File: src/design/sup_pkg.sv
// Shared types, constants and helpers for the pulse/wave sound unit.
// No dependencies; imported by sup_front, sup_back and the top level.
`timescale 1ns / 1ps

package sup_pkg;

    localparam int unsigned NUM_CHAN_REGS = 20;
    localparam int unsigned WAVE_DEPTH    = 16;
    localparam int unsigned WAVE_IDX_W    = $clog2(WAVE_DEPTH);
    localparam int unsigned WAVE_BASE     = 10;

    localparam logic [1:0] FUNC_TICK  = 2'd0;
    localparam logic [1:0] FUNC_WRITE = 2'd1;
    localparam logic [1:0] FUNC_READ  = 2'd2;

    localparam logic [15:0] ADDR_CHAN_FIRST = 16'hFF10;
    localparam logic [15:0] ADDR_CHAN_LAST  = 16'hFF23;
    localparam logic [15:0] ADDR_MASTER     = 16'hFF24;
    localparam logic [15:0] ADDR_PAN        = 16'hFF25;
    localparam logic [15:0] ADDR_POWER      = 16'hFF26;
    localparam logic [15:0] ADDR_WAVE_FIRST = 16'hFF30;
    localparam logic [15:0] ADDR_WAVE_LAST  = 16'hFF3F;

    localparam logic [7:0]  UNMAPPED_BYTE = 8'hFF;
    localparam logic [12:0] FRAME_PERIOD  = 13'd2048;
    localparam logic [23:0] CLOCK_HZ      = 24'd1048576;
    localparam logic [15:0] SAMPLE_HZ     = 16'd48000;

    localparam logic [3:0][7:0] DUTY_PATTERNS = {8'h7E, 8'h87, 8'h81, 8'h01};

    typedef enum logic [1:0] {
        OP_TICK,
        OP_WRITE,
        OP_READ
    } t_op;

    typedef struct packed {
        t_op         op;
        logic [15:0] addr;
        logic [7:0]  data;
        logic [7:0]  cyc;
    } t_cmd;

    typedef enum logic [1:0] {
        S_EXEC,
        S_READ,
        S_SETTLE,
        S_EMIT
    } t_state;

    // timer reload: (2048 - freq) * 4 for pulse, * 2 for wave
    function automatic logic [13:0] f_reload(input logic [2:0] hi, input logic [7:0] lo,
                                             input logic is_wave);
        logic [11:0] span;
        span = 12'd2048 - {1'b0, hi, lo};
        f_reload = is_wave ? {1'b0, span, 1'b0} : {span, 2'b00};
    endfunction

endpackage

File: src/design/sup_if.sv
// Valid/ready channel interfaces for the sound unit's item input and result output.
// Depends on nothing.
`timescale 1ns / 1ps

interface sup_in_if;
    logic        valid;
    logic        ready;
    logic [1:0]  func;
    logic [15:0] address;
    logic [7:0]  write_data;
    logic [7:0]  cycles;

    modport source(output valid, func, address, write_data, cycles, input ready);
    modport sink(input valid, func, address, write_data, cycles, output ready);
endinterface

interface sup_out_if;
    logic       valid;
    logic       ready;
    logic       kind;
    logic [7:0] read_data;
    logic [3:0] pulse1_level;
    logic [3:0] pulse2_level;
    logic [3:0] wave_level;
    logic [2:0] active_mask;
    logic       any_dac_on;
    logic       last_of_run;

    modport source(output valid, kind, read_data, pulse1_level, pulse2_level, wave_level,
                   active_mask, any_dac_on, last_of_run, input ready);
    modport sink(input valid, kind, read_data, pulse1_level, pulse2_level, wave_level,
                 active_mask, any_dac_on, last_of_run, output ready);
endinterface

File: src/design/sup_ram.sv
// Generic single-write, single-read RAM with registered read data.
// No dependencies.
`timescale 1ns / 1ps

module sup_ram #(
    parameter int unsigned WIDTH = 8,
    parameter int unsigned DEPTH = 16
) (
    input  logic                     i_clk,
    input  logic                     i_we,
    input  logic [$clog2(DEPTH)-1:0] i_waddr,
    input  logic [WIDTH-1:0]         i_wdata,
    input  logic [$clog2(DEPTH)-1:0] i_raddr,
    output logic [WIDTH-1:0]         o_rdata
);

    logic [WIDTH-1:0] r_mem [DEPTH];
    logic [WIDTH-1:0] r_rdata;

    always_ff @(posedge i_clk) begin
        if (i_we) begin
            r_mem[i_waddr] <= i_wdata;
        end
        r_rdata <= r_mem[i_raddr];
    end

    assign o_rdata = r_rdata;

endmodule

File: src/design/sup_front.sv
// Front end: accepts items, drops those of unknown function and queues the rest as commands.
// Depends on sup_pkg and sup_if.
`timescale 1ns / 1ps

module sup_front import sup_pkg::*; (
    input  logic   i_clk,
    input  logic   i_rst_n,
    sup_in_if.sink i_in,
    output t_cmd   o_cmd,
    output logic   o_cmd_valid,
    input  logic   i_cmd_ready
);

    t_cmd       r_q [2];
    logic       r_wr_ptr;
    logic       r_rd_ptr;
    logic [1:0] r_count;
    logic       push;
    logic       pop;
    logic       keep;
    t_cmd       cmd_in;

    always_comb begin
        keep          = 1'b1;
        cmd_in.addr   = i_in.address;
        cmd_in.data   = i_in.write_data;
        cmd_in.cyc    = i_in.cycles;
        cmd_in.op     = OP_TICK;
        unique case (i_in.func)
            FUNC_TICK:  cmd_in.op = OP_TICK;
            FUNC_WRITE: cmd_in.op = OP_WRITE;
            FUNC_READ:  cmd_in.op = OP_READ;
            default:    keep = 1'b0;
        endcase
    end

    assign i_in.ready  = (r_count != 2'd2);
    assign push        = i_in.valid && i_in.ready && keep;
    assign o_cmd_valid = (r_count != 2'd0);
    assign pop         = o_cmd_valid && i_cmd_ready;
    assign o_cmd       = r_q[r_rd_ptr];

    always_ff @(posedge i_clk) begin
        if (push) begin
            r_q[r_wr_ptr] <= cmd_in;
        end
        if (!i_rst_n) begin
            r_wr_ptr <= 1'b0;
            r_rd_ptr <= 1'b0;
            r_count  <= 2'd0;
        end else begin
            if (push) r_wr_ptr <= ~r_wr_ptr;
            if (pop) r_rd_ptr <= ~r_rd_ptr;
            r_count <= r_count + {1'b0, push} - {1'b0, pop};
        end
    end

    a_count_bound: assert property (@(posedge i_clk) disable iff (!i_rst_n)
        r_count <= 2'd2)
        else $error("queue count out of range");

    a_full_no_push: assert property (@(posedge i_clk) disable iff (!i_rst_n)
        (r_count == 2'd2 && !pop) |=> r_count == 2'd2)
        else $error("full queue lost an entry");

endmodule

File: src/design/sup_back.sv
// Back end: register map, channel timers, frame sequencer and sample emission.
// Depends on sup_pkg, sup_if and sup_ram (two copies of the wave table).
`timescale 1ns / 1ps

module sup_back import sup_pkg::*; (
    input  logic      i_clk,
    input  logic      i_rst_n,
    input  t_cmd      i_cmd,
    input  logic      i_cmd_valid,
    output logic      o_cmd_ready,
    sup_out_if.source o_out
);

    t_state      r_state, n_state;
    logic [7:0]  r_chan [NUM_CHAN_REGS];
    logic [7:0]  n_chan [NUM_CHAN_REGS];
    logic [7:0]  r_master, n_master;
    logic [7:0]  r_pan, n_pan;
    logic [7:0]  r_power, n_power;
    logic [13:0] r_timer [3];
    logic [13:0] n_timer [3];
    logic [2:0]  r_duty_pos [2];
    logic [2:0]  n_duty_pos [2];
    logic [4:0]  r_wave_pos, n_wave_pos;
    logic [8:0]  r_len [3];
    logic [8:0]  n_len [3];
    logic [3:0]  r_vol [2];
    logic [3:0]  n_vol [2];
    logic [1:0]  r_wcode, n_wcode;
    logic [2:0]  r_env_per [2];
    logic [2:0]  n_env_per [2];
    logic [2:0]  r_env_tmr [2];
    logic [2:0]  n_env_tmr [2];
    logic        r_env_up [2];
    logic        n_env_up [2];
    logic [11:0] r_frame_acc, n_frame_acc;
    logic [2:0]  r_frame_step, n_frame_step;
    logic [23:0] r_sample_acc, n_sample_acc;
    logic [15:0] r_rd_addr, n_rd_addr;
    logic [WAVE_DEPTH-1:0] r_wv_valid, n_wv_valid;

    logic       r_o_valid;
    logic       r_o_kind, n_o_kind;
    logic [7:0] r_o_read, n_o_read;
    logic [3:0] r_o_p1, n_o_p1;
    logic [3:0] r_o_p2, n_o_p2;
    logic [3:0] r_o_wave, n_o_wave;
    logic [2:0] r_o_mask, n_o_mask;
    logic       r_o_dac, n_o_dac;
    logic       r_o_last, n_o_last;

    logic                  out_free;
    logic                  out_load;
    logic                  take;
    logic                  ram_we;
    logic [WAVE_IDX_W-1:0] bus_raddr;
    logic [7:0]            bus_rdata;
    logic [7:0]            wave_rdata;
    logic [9:0]            dec;
    logic [12:0]           frame_sum;
    logic [2:0]            step_new;
    logic [23:0]           sample_inc;
    logic [23:0]           sample_left;
    logic [4:0]            idx;
    logic [4:0]            rd_idx;
    logic [7:0]            v;
    logic [7:0]            entry;
    logic [3:0]            nib;
    logic                  duty_bit;
    logic [7:0]            rd_byte;
    logic [2:0]            t_tmp;

    assign out_free    = !r_o_valid || o_out.ready;
    assign o_cmd_ready = (r_state == S_EXEC);
    assign take        = i_cmd_valid && o_cmd_ready;
    assign v           = i_cmd.data;
    assign idx         = 5'(i_cmd.addr[7:0] - ADDR_CHAN_FIRST[7:0]);
    assign rd_idx      = 5'(r_rd_addr[7:0] - ADDR_CHAN_FIRST[7:0]);
    assign dec         = {i_cmd.cyc, 2'b00};
    assign frame_sum   = {1'b0, r_frame_acc} + {5'b0, i_cmd.cyc};
    assign step_new    = r_frame_step + 3'd1;
    assign sample_inc  = 24'(i_cmd.cyc) * 24'(SAMPLE_HZ);
    assign sample_left = r_sample_acc - CLOCK_HZ;
    assign bus_raddr   = (r_state == S_EXEC) ? i_cmd.addr[WAVE_IDX_W-1:0]
                                             : r_rd_addr[WAVE_IDX_W-1:0];
    assign ram_we      = take && i_cmd.op == OP_WRITE
                         && i_cmd.addr >= ADDR_WAVE_FIRST && i_cmd.addr <= ADDR_WAVE_LAST;

    sup_ram #(.WIDTH(8), .DEPTH(WAVE_DEPTH)) u_ram_bus (
        .i_clk  (i_clk),
        .i_we   (ram_we),
        .i_waddr(i_cmd.addr[WAVE_IDX_W-1:0]),
        .i_wdata(v),
        .i_raddr(bus_raddr),
        .o_rdata(bus_rdata)
    );

    sup_ram #(.WIDTH(8), .DEPTH(WAVE_DEPTH)) u_ram_wave (
        .i_clk  (i_clk),
        .i_we   (ram_we),
        .i_waddr(i_cmd.addr[WAVE_IDX_W-1:0]),
        .i_wdata(v),
        .i_raddr(r_wave_pos[4:1]),
        .o_rdata(wave_rdata)
    );

    // next state
    always_comb begin
        n_state = r_state;
        unique case (r_state)
            S_EXEC: begin
                if (take && i_cmd.op == OP_READ) n_state = S_READ;
                else if (take && i_cmd.op == OP_TICK && r_power[7]) n_state = S_SETTLE;
            end
            S_READ: begin
                if (out_free) n_state = S_EXEC;
            end
            S_SETTLE: n_state = S_EMIT;
            S_EMIT: begin
                if (r_sample_acc < CLOCK_HZ) n_state = S_EXEC;
                else if (out_free && sample_left < CLOCK_HZ) n_state = S_EXEC;
            end
            default: n_state = S_EXEC;
        endcase
    end

    // read byte of the register map
    always_comb begin
        rd_byte = UNMAPPED_BYTE;
        if (r_rd_addr >= ADDR_CHAN_FIRST && r_rd_addr <= ADDR_CHAN_LAST)
            rd_byte = r_chan[rd_idx];
        else if (r_rd_addr == ADDR_MASTER)
            rd_byte = r_master;
        else if (r_rd_addr == ADDR_PAN)
            rd_byte = r_pan;
        else if (r_rd_addr == ADDR_POWER)
            rd_byte = r_power;
        else if (r_rd_addr >= ADDR_WAVE_FIRST && r_rd_addr <= ADDR_WAVE_LAST)
            rd_byte = r_wv_valid[r_rd_addr[WAVE_IDX_W-1:0]] ? bus_rdata : 8'h00;
    end

    // datapath and outputs
    always_comb begin
        n_chan       = r_chan;
        n_master     = r_master;
        n_pan        = r_pan;
        n_power      = r_power;
        n_timer      = r_timer;
        n_duty_pos   = r_duty_pos;
        n_wave_pos   = r_wave_pos;
        n_len        = r_len;
        n_vol        = r_vol;
        n_wcode      = r_wcode;
        n_env_per    = r_env_per;
        n_env_tmr    = r_env_tmr;
        n_env_up     = r_env_up;
        n_frame_acc  = r_frame_acc;
        n_frame_step = r_frame_step;
        n_sample_acc = r_sample_acc;
        n_rd_addr    = r_rd_addr;
        n_wv_valid   = r_wv_valid;
        out_load     = 1'b0;
        n_o_kind     = 1'b0;
        n_o_read     = 8'h00;
        n_o_p1       = 4'h0;
        n_o_p2       = 4'h0;
        n_o_wave     = 4'h0;
        n_o_mask     = 3'b000;
        n_o_dac      = 1'b0;
        n_o_last     = 1'b0;
        entry        = 8'h00;
        nib          = 4'h0;
        duty_bit     = 1'b0;
        t_tmp        = 3'd0;
        unique case (r_state)
            S_EXEC: begin
                if (take) begin
                    unique case (i_cmd.op)
                        OP_WRITE: begin
                            if (i_cmd.addr >= ADDR_CHAN_FIRST && i_cmd.addr <= ADDR_CHAN_LAST) begin
                                for (int ch = 0; ch < 2; ch++) begin
                                    if (idx == 5'(5 * ch + 1))
                                        n_len[ch] = 9'd64 - {3'b0, v[5:0]};
                                    if (idx == 5'(5 * ch + 2)) begin
                                        n_vol[ch]     = v[7:4];
                                        n_env_per[ch] = v[2:0];
                                        n_env_tmr[ch] = v[2:0];
                                        n_env_up[ch]  = v[3];
                                    end
                                    if (idx == 5'(5 * ch + 4) && v[7]) begin
                                        n_power[ch] = 1'b1;
                                        if (r_len[ch] == 9'd0) n_len[ch] = 9'd64;
                                        n_timer[ch]   = f_reload(v[2:0], r_chan[5 * ch + 3], 1'b0);
                                        n_vol[ch]     = r_chan[5 * ch + 2][7:4];
                                        n_env_tmr[ch] = r_env_per[ch];
                                        if (r_chan[5 * ch + 2][7:3] == 5'd0) n_power[ch] = 1'b0;
                                    end
                                end
                                if (idx == 5'(WAVE_BASE) && !v[7]) n_power[2] = 1'b0;
                                if (idx == 5'(WAVE_BASE + 1)) n_len[2] = 9'd256 - {1'b0, v};
                                if (idx == 5'(WAVE_BASE + 2)) n_wcode = v[6:5];
                                if (idx == 5'(WAVE_BASE + 4) && v[7]) begin
                                    n_power[2] = 1'b1;
                                    if (r_len[2] == 9'd0) n_len[2] = 9'd256;
                                    n_timer[2] = f_reload(v[2:0], r_chan[WAVE_BASE + 3], 1'b1);
                                end
                                n_chan[idx] = v;
                            end else if (i_cmd.addr == ADDR_MASTER) begin
                                n_master = v;
                            end else if (i_cmd.addr == ADDR_PAN) begin
                                n_pan = v;
                            end else if (i_cmd.addr == ADDR_POWER) begin
                                n_power = v;
                            end else if (ram_we) begin
                                n_wv_valid[i_cmd.addr[WAVE_IDX_W-1:0]] = 1'b1;
                            end
                        end
                        OP_READ: n_rd_addr = i_cmd.addr;
                        OP_TICK: begin
                            if (r_power[7]) begin
                                for (int ch = 0; ch < 3; ch++) begin
                                    if (r_timer[ch] > {4'b0, dec}) begin
                                        n_timer[ch] = r_timer[ch] - {4'b0, dec};
                                    end else begin
                                        n_timer[ch] = f_reload(r_chan[5 * ch + 4][2:0],
                                                               r_chan[5 * ch + 3], ch == 2);
                                        if (ch < 2) n_duty_pos[ch % 2] = r_duty_pos[ch % 2] + 3'd1;
                                        else n_wave_pos = r_wave_pos + 5'd1;
                                    end
                                end
                                n_frame_acc = frame_sum[11:0];
                                if (frame_sum >= FRAME_PERIOD) begin
                                    n_frame_acc  = 12'(frame_sum - FRAME_PERIOD);
                                    n_frame_step = step_new;
                                    if (!step_new[0]) begin
                                        for (int ch = 0; ch < 3; ch++) begin
                                            if (r_chan[5 * ch + 4][6]) begin
                                                if (r_len[ch] != 9'd0) n_len[ch] = r_len[ch] - 9'd1;
                                                if (n_len[ch] == 9'd0) n_power[ch] = 1'b0;
                                            end
                                        end
                                    end
                                    if (step_new == 3'd7) begin
                                        for (int ch = 0; ch < 2; ch++) begin
                                            if (n_power[ch] && r_env_per[ch] != 3'd0) begin
                                                t_tmp = r_env_tmr[ch] - 3'd1;
                                                n_env_tmr[ch] = t_tmp;
                                                if (t_tmp == 3'd0) begin
                                                    n_env_tmr[ch] = r_env_per[ch];
                                                    if (r_env_up[ch] && r_vol[ch] < 4'd15)
                                                        n_vol[ch] = r_vol[ch] + 4'd1;
                                                    if (!r_env_up[ch] && r_vol[ch] > 4'd0)
                                                        n_vol[ch] = r_vol[ch] - 4'd1;
                                                end
                                            end
                                        end
                                    end
                                end
                                n_sample_acc = r_sample_acc + sample_inc;
                            end
                        end
                        default: ;
                    endcase
                end
            end
            S_READ: begin
                if (out_free) begin
                    out_load = 1'b1;
                    n_o_read = rd_byte;
                    n_o_last = 1'b1;
                end
            end
            S_SETTLE: ;
            S_EMIT: begin
                if (r_sample_acc >= CLOCK_HZ && out_free) begin
                    out_load     = 1'b1;
                    n_o_kind     = 1'b1;
                    n_sample_acc = sample_left;
                    n_o_last     = (sample_left < CLOCK_HZ);
                    duty_bit     = DUTY_PATTERNS[r_chan[1][7:6]][r_duty_pos[0]];
                    n_o_p1       = (r_power[0] && duty_bit) ? r_vol[0] : 4'h0;
                    duty_bit     = DUTY_PATTERNS[r_chan[6][7:6]][r_duty_pos[1]];
                    n_o_p2       = (r_power[1] && duty_bit) ? r_vol[1] : 4'h0;
                    entry        = r_wv_valid[r_wave_pos[4:1]] ? wave_rdata : 8'h00;
                    nib          = r_wave_pos[0] ? entry[3:0] : entry[7:4];
                    if (r_power[2]) begin
                        unique case (r_wcode)
                            2'd0:    n_o_wave = 4'h0;
                            2'd1:    n_o_wave = nib;
                            2'd2:    n_o_wave = nib >> 1;
                            default: n_o_wave = nib >> 2;
                        endcase
                    end
                    n_o_mask = r_power[2:0];
                    n_o_dac  = (r_power[2:0] != 3'b000);
                end
            end
            default: ;
        endcase
    end

    always_ff @(posedge i_clk) begin
        if (out_load) begin
            r_o_kind <= n_o_kind;
            r_o_read <= n_o_read;
            r_o_p1   <= n_o_p1;
            r_o_p2   <= n_o_p2;
            r_o_wave <= n_o_wave;
            r_o_mask <= n_o_mask;
            r_o_dac  <= n_o_dac;
            r_o_last <= n_o_last;
        end
        r_rd_addr <= n_rd_addr;
        if (!i_rst_n) begin
            r_state      <= S_EXEC;
            r_o_valid    <= 1'b0;
            r_master     <= 8'h00;
            r_pan        <= 8'h00;
            r_power      <= 8'h00;
            r_wave_pos   <= 5'd0;
            r_wcode      <= 2'd0;
            r_frame_acc  <= 12'd0;
            r_frame_step <= 3'd0;
            r_sample_acc <= 24'd0;
            r_wv_valid   <= '0;
            for (int i = 0; i < NUM_CHAN_REGS; i++) r_chan[i] <= 8'h00;
            for (int i = 0; i < 3; i++) begin
                r_timer[i] <= 14'd0;
                r_len[i]   <= 9'd0;
            end
            for (int i = 0; i < 2; i++) begin
                r_duty_pos[i] <= 3'd0;
                r_vol[i]      <= 4'd0;
                r_env_per[i]  <= 3'd0;
                r_env_tmr[i]  <= 3'd0;
                r_env_up[i]   <= 1'b0;
            end
        end else begin
            r_state      <= n_state;
            r_master     <= n_master;
            r_pan        <= n_pan;
            r_power      <= n_power;
            r_wave_pos   <= n_wave_pos;
            r_wcode      <= n_wcode;
            r_frame_acc  <= n_frame_acc;
            r_frame_step <= n_frame_step;
            r_sample_acc <= n_sample_acc;
            r_wv_valid   <= n_wv_valid;
            r_chan       <= n_chan;
            r_timer      <= n_timer;
            r_len        <= n_len;
            r_duty_pos   <= n_duty_pos;
            r_vol        <= n_vol;
            r_env_per    <= n_env_per;
            r_env_tmr    <= n_env_tmr;
            r_env_up     <= n_env_up;
            if (out_load) r_o_valid <= 1'b1;
            else if (o_out.ready) r_o_valid <= 1'b0;
        end
    end

    assign o_out.valid        = r_o_valid;
    assign o_out.kind         = r_o_kind;
    assign o_out.read_data    = r_o_read;
    assign o_out.pulse1_level = r_o_p1;
    assign o_out.pulse2_level = r_o_p2;
    assign o_out.wave_level   = r_o_wave;
    assign o_out.active_mask  = r_o_mask;
    assign o_out.any_dac_on   = r_o_dac;
    assign o_out.last_of_run  = r_o_last;

    a_idle_acc_below: assert property (@(posedge i_clk) disable iff (!i_rst_n)
        r_state == S_EXEC |-> r_sample_acc < CLOCK_HZ)
        else $error("sample accumulator left a due sample behind");

    a_frame_acc_bound: assert property (@(posedge i_clk) disable iff (!i_rst_n)
        r_frame_acc < FRAME_PERIOD[11:0] || r_frame_acc == 12'd0)
        else $error("frame accumulator overran");

    a_no_overwrite: assert property (@(posedge i_clk) disable iff (!i_rst_n)
        (r_o_valid && !o_out.ready) |=> !$past(out_load))
        else $error("output register overwritten while stalled");

    a_sample_last: assert property (@(posedge i_clk) disable iff (!i_rst_n)
        (out_load && n_o_kind && n_o_last) |=> r_state == S_EXEC)
        else $error("last sample did not end the run");

endmodule

File: src/design/sound_unit_pulse_wave_channels_core.sv
// Pulse/wave sound unit top level: front queue feeding the execution back end.
// Register write: done in the back end. Read: address registered, result loaded in S_READ.
// Tick: S_SETTLE, then S_EMIT gives one sample per cycle unless stalled (up to 12 per tick).
// Throughput is set by the back end, which executes one queued command at a time.
// Synchronous active-low reset clears all channel state, the wave table valid bits and queue.
`timescale 1ns / 1ps

module sound_unit_pulse_wave_channels_core import sup_pkg::*; (
    input  logic      i_clk,
    input  logic      i_rst_n,
    sup_in_if.sink    i_in,
    sup_out_if.source o_out
);

    t_cmd cmd;
    logic cmd_valid;
    logic cmd_ready;

    sup_front u_front (
        .i_clk      (i_clk),
        .i_rst_n    (i_rst_n),
        .i_in       (i_in),
        .o_cmd      (cmd),
        .o_cmd_valid(cmd_valid),
        .i_cmd_ready(cmd_ready)
    );

    sup_back u_back (
        .i_clk      (i_clk),
        .i_rst_n    (i_rst_n),
        .i_cmd      (cmd),
        .i_cmd_valid(cmd_valid),
        .o_cmd_ready(cmd_ready),
        .o_out      (o_out)
    );

endmodule

File: src/flat_wrapper.sv
// flat-port wrapper written by rule: the top's interface ports become plain ports
module sound_unit_pulse_wave_channels_core_flat import sup_pkg::*;
  (i_clk, i_rst_n, i_in_valid, i_in_func, i_in_address, i_in_write_data, i_in_cycles, i_in_ready, o_out_valid, o_out_kind, o_out_read_data, o_out_pulse1_level, o_out_pulse2_level, o_out_wave_level, o_out_active_mask, o_out_any_dac_on, o_out_last_of_run, o_out_ready);
  sup_in_if i_in_i ();
  sup_out_if o_out_i ();
  input  logic i_clk;
  input  logic i_rst_n;
  input wire logic [$bits(i_in_i.valid)-1:0] i_in_valid;
  input wire logic [$bits(i_in_i.func)-1:0] i_in_func;
  input wire logic [$bits(i_in_i.address)-1:0] i_in_address;
  input wire logic [$bits(i_in_i.write_data)-1:0] i_in_write_data;
  input wire logic [$bits(i_in_i.cycles)-1:0] i_in_cycles;
  output wire logic [$bits(i_in_i.ready)-1:0] i_in_ready;
  output wire logic [$bits(o_out_i.valid)-1:0] o_out_valid;
  output wire logic [$bits(o_out_i.kind)-1:0] o_out_kind;
  output wire logic [$bits(o_out_i.read_data)-1:0] o_out_read_data;
  output wire logic [$bits(o_out_i.pulse1_level)-1:0] o_out_pulse1_level;
  output wire logic [$bits(o_out_i.pulse2_level)-1:0] o_out_pulse2_level;
  output wire logic [$bits(o_out_i.wave_level)-1:0] o_out_wave_level;
  output wire logic [$bits(o_out_i.active_mask)-1:0] o_out_active_mask;
  output wire logic [$bits(o_out_i.any_dac_on)-1:0] o_out_any_dac_on;
  output wire logic [$bits(o_out_i.last_of_run)-1:0] o_out_last_of_run;
  input wire logic [$bits(o_out_i.ready)-1:0] o_out_ready;
  assign i_in_i.valid = i_in_valid;
  assign i_in_i.func = i_in_func;
  assign i_in_i.address = i_in_address;
  assign i_in_i.write_data = i_in_write_data;
  assign i_in_i.cycles = i_in_cycles;
  assign i_in_ready = i_in_i.ready;
  assign o_out_valid = o_out_i.valid;
  assign o_out_kind = o_out_i.kind;
  assign o_out_read_data = o_out_i.read_data;
  assign o_out_pulse1_level = o_out_i.pulse1_level;
  assign o_out_pulse2_level = o_out_i.pulse2_level;
  assign o_out_wave_level = o_out_i.wave_level;
  assign o_out_active_mask = o_out_i.active_mask;
  assign o_out_any_dac_on = o_out_i.any_dac_on;
  assign o_out_last_of_run = o_out_i.last_of_run;
  assign o_out_i.ready = o_out_ready;
  sound_unit_pulse_wave_channels_core u_core (.i_clk(i_clk), .i_rst_n(i_rst_n), .i_in(i_in_i), .o_out(o_out_i));
endmodule
File: config.mk
export PLATFORM = sky130hd
export DESIGN_NAME = sound_unit_pulse_wave_channels_core_flat
export DESIGN_NICKNAME = d
export VERILOG_FILES = /design/src/design/sup_pkg.sv /design/src/design/sup_if.sv /design/src/design/sup_ram.sv /design/src/design/sup_front.sv /design/src/design/sup_back.sv /design/src/design/sound_unit_pulse_wave_channels_core.sv /design/src/flat_wrapper.sv
export SDC_FILE = /design/constraint.sdc
export NUM_CORES = 1
export LEC_CHECK = 0
export ABC_AREA = 1
export BUFFER_PORTS_ARGS = -buffer_cell sky130_fd_sc_hd__buf_4
export CORE_ASPECT_RATIO = 0.5
export CORE_MARGIN = 2
export CORE_UTILIZATION = 64
export CTS_CLUSTER_DIAMETER = 50
export DETAILED_ROUTE_END_ITERATION = 16
export PLACE_DENSITY = 0.78
export REMOVE_ABC_BUFFERS = 1
export SYNTH_ARGS = -nofsm -noshare
export SYNTH_HDL_FRONTEND = slang
export SYNTH_SLANG_ARGS = --single-unit
File: constraint.sdc
create_clock -name i_clk -period 7.2 [get_ports i_clk]
set_clock_uncertainty 0.2 [all_clocks]
set_input_delay 1.08 -clock i_clk [delete_from_list [all_inputs] [get_ports i_clk]]
set_output_delay 1.08 -clock i_clk [all_outputs]
set_load 0.03 [all_outputs]
==> flow_summary.yaml <==
timing:
  fin_tns_setup_ns: 0
  max_slew_margin_pct: 14.6
  finalCritPeriodShare_pct: 94.1
  min_period_ns: 6.78
  rsz0062_at_grt: "false"
  setup_viol: 0
  hold_viol_final: 0
  clock.fmax_mhz: 148
  drv_slew: 0
  tightest_slew_ns: 1.28
synth:
  ys_seq_elements: 593
  yosys.cell_types.count: 56
  syn_avg_cell_area_um2: 7.86
  synth_edf_count: 238
  synth_area_leaders: "edfxtp_1, dfxtp_1, nand2_1, o21ai_0, inv_1"
  seq_area_frac_synth_pct: 43.7
  yosys_warnings: 0
  yosys.area.top_type: "edfxtp_1"
  synthArstFlopShare_pct: 0
  synth_top_area_share_pct: 21.9
  ys.flop_type: "dfxtp_1"
  syn_inst: 4149
  synth_area_um2: 32600
final_layout:
  final-instance-count-excl-fill: 4865
  finalInstanceArea_um2: 35200
  drive_gt1_share_pct: 6.85
  fin_util_pct: 69.9
  fillers: 4164
  fin_nets: 4321
  layout_commonest_cell: "nand2_1"
  area_growth_pct: 7.87
  mostFrequentLayoutCells: "nand2_1, inv_1, o21ai_0"
global_route:
  grt_pass1_vias: 27100
  antenna_found_initial: 2
  grt-ovfl-total: 0
  grt_pass1_wl_mm: 151
  grt_max_degree: 235
  track_usage_pct: 36.7
pwr:
  peakVddDrop_v: 0.00103
  leakage_nw: 14.3
  power_mw: 19.5
  pwr_density_cell_nw_per_um2: 555
drt:
  vias: 29800
  wl_mm: 98.3
  first_iter_violations: 4009
  viasPerCell: 6.12
  ant_nets: 0
  dr.pass1.iters: 7
  drcViolationCount: 0
  avgRoutedWirePerCell_um: 20.2
floorplan:
  ios: 66
  fp.coreArea_um2: 50300
  die_h_um: 164
  dieArea_um2: 52900
  fp-row-count: 58
  die_x_um: 323
  initial_core_util_pct: 64.8
setup_path:
  cpPeakStageDelay_ns: 0.55
  required_ns: 7.43
  path_max_fanout: 10
  end_kind: "register"
  crit_slowest_cell: "fa_1"
  cp-start-kind: "register"
  reg2regPathDepth: 28
  r2r-end: "u_core.u_back.r_sample_acc[21]"
  cp_common_cell: "inv_1"
  critPathArrivalTime_ns: 7.01
  rrSetupSlack_ns: 0.42
  worstSetupPathType: "reg -> reg"
cts:
  cts_resized: 0
  clock_latency_ns: 0.62
  cts_hold_buffers: 0
  htreeDepth: 2
  cts_tree: "done"
  cts_buffer_depth: 3
  clk_pin_slew_worst_paths_ns: 0.07
  cts_sinks: 593
  cts_buffers: 52
  cts_setup_buffers: 0
  clock-root-buffer: "clkbuf_16"
place:
  place.gp.congestion: 0.962
  place_inst: 4767
  post_dp_cell_area_um2: 33500
  dp_hpwl_mm: 66.9
  numPortBuffers: 65
min_path:
  hp-start: "u_core.u_back.r_chan[31]"
  hold_path_class: "reg -> reg"
  min_to: "u_core.u_back.r_chan[31]"
  min_path_cells: 2
run_status:
  status: "completed"
run:
  cap_violations: 0
worst max-delay path: cells and delay by family, from the launching register on:
family,cells,cell delay (ns)
xor+xnor,2,0.29
buf+inv,9,0.98
fa+ha+maj,6,2.64
flops,1,0.53
compound gates,7,1.22
simple gates,4,0.72
registers in the layout (all words and copies together) (netlist names), 8 cells and up, named ones only:
name                              count
u_core.u_back.r_vol                   8
u_core.u_back.u_ram_wave.o_rdata      8
u_core.u_back.r_sample_acc           17
u_core.u_back.u_ram_bus.r_mem        16
u_core.u_back.u_ram_bus.o_rdata       8
u_core.u_back.r_pan                   8
u_core.u_back.o_out.read_data         8
u_core.u_back.r_power                 8
u_core.u_back.r_rd_addr              16
u_core.u_back.r_timer                37
u_core.u_front.r_q                   68
u_core.u_back.r_chan                160
u_core.u_back.r_frame_acc            12
u_core.u_back.r_wv_valid             16
u_core.u_back.r_master                8
u_core.u_back.u_ram_wave.r_mem      112
u_core.u_back.r_len                  27
area by class of cell:
| class | count | area (um^2) | share of cell area [%] |
|---|---|---|---|
| timing repair buffer | 102 | 782 | 2.22 |
| multi-input combinational | 2828 | 15600 | 44.2 |
| inverter | 554 | 2080 | 5.92 |
| clock inverter | 19 | 115 | 0.327 |
| tap | 690 | 863 | 2.45 |
| antenna | 1 | 2.50 | 0.00711 |
| clock buffer | 78 | 1510 | 4.30 |
| sequential | 593 | 14300 | 40.5 |
per-layer routing:
metal | up-vias | global-route usage (%) | wire (um)
met5 | - | 0 | 0
li1 | 14000 | - | -
met2 | 1624 | 55.2 | 42100
met4 | 0 | 11.1 | 2850
met3 | 223 | 8.54 | 11900
met1 | 14000 | 52.6 | 41500
worst max path at each step:
stage                                                     to
after global placement        u_core.u_back.r_sample_acc[20]
after CTS                     u_core.u_back.r_sample_acc[20]
after detailed placement      u_core.u_back.r_sample_acc[20]
after floorplan           u_core.u_back.u_ram_bus.o_rdata[0]
after global routing          u_core.u_back.r_sample_acc[20]
final                         u_core.u_back.r_sample_acc[21]
stage by stage:
step                setup slack (ns)  hold WS, ns
global route                  0.0237        0.259
global placement               0.735        0.232
finish                         0.425        0.249
detailed placement             0.534        0.236
CTS                            0.497        0.247
floorplan                      -1.01        0.223
logic make-up (layout without fill, tap and decap cells):
logic type	after synthesis	after routing	share of synthesized area [%]
and+or+nand+nor	1385	1385	18.2
AOI/OAI and AO/OA	1193	1193	20.3
buffers and inverters	728	753	8.71
DFF	593	593	43.7
adders and majority gates	152	152	6.52
xor gates and xnor gates	95	95	2.55
muxes	3	3	0.0921
other	0	1	0
synthesized netlist by cell type, types with 9 or more instances:
cell type and instances:
buf_1 11, ha_1 122, o2111ai_1 18, or2_2 15, a211oi_1 22, nand2_1 733
nor4_1 10, nand4_1 29, nor2_1 336, xor2_1 68, a22oi_1 14, edfxtp_1 238
o21ai_1 32, o22ai_1 56, a221oi_1 24, inv_1 527, o211ai_1 40, a31oi_1 17
nor2_2 13, fa_1 30, o21bai_1 9, a21oi_1 395, clkbuf_1 124, nand3_1 177
nand2_2 11, buf_2 28, nor3_1 29, xnor2_1 27, inv_2 20, o31ai_1 26
dfxtp_1 355, o21ai_0 510
power breakdown:
| group | switching, mW | internal [mW] |
|---|---|---|
| combinational | 8.27 | 4.44 |
| sequential | 0.167 | 3.88 |
| clock | 1.31 | 1.46 |
| total | 9.75 | 9.77 |
(Power assumes the default switching activity.)
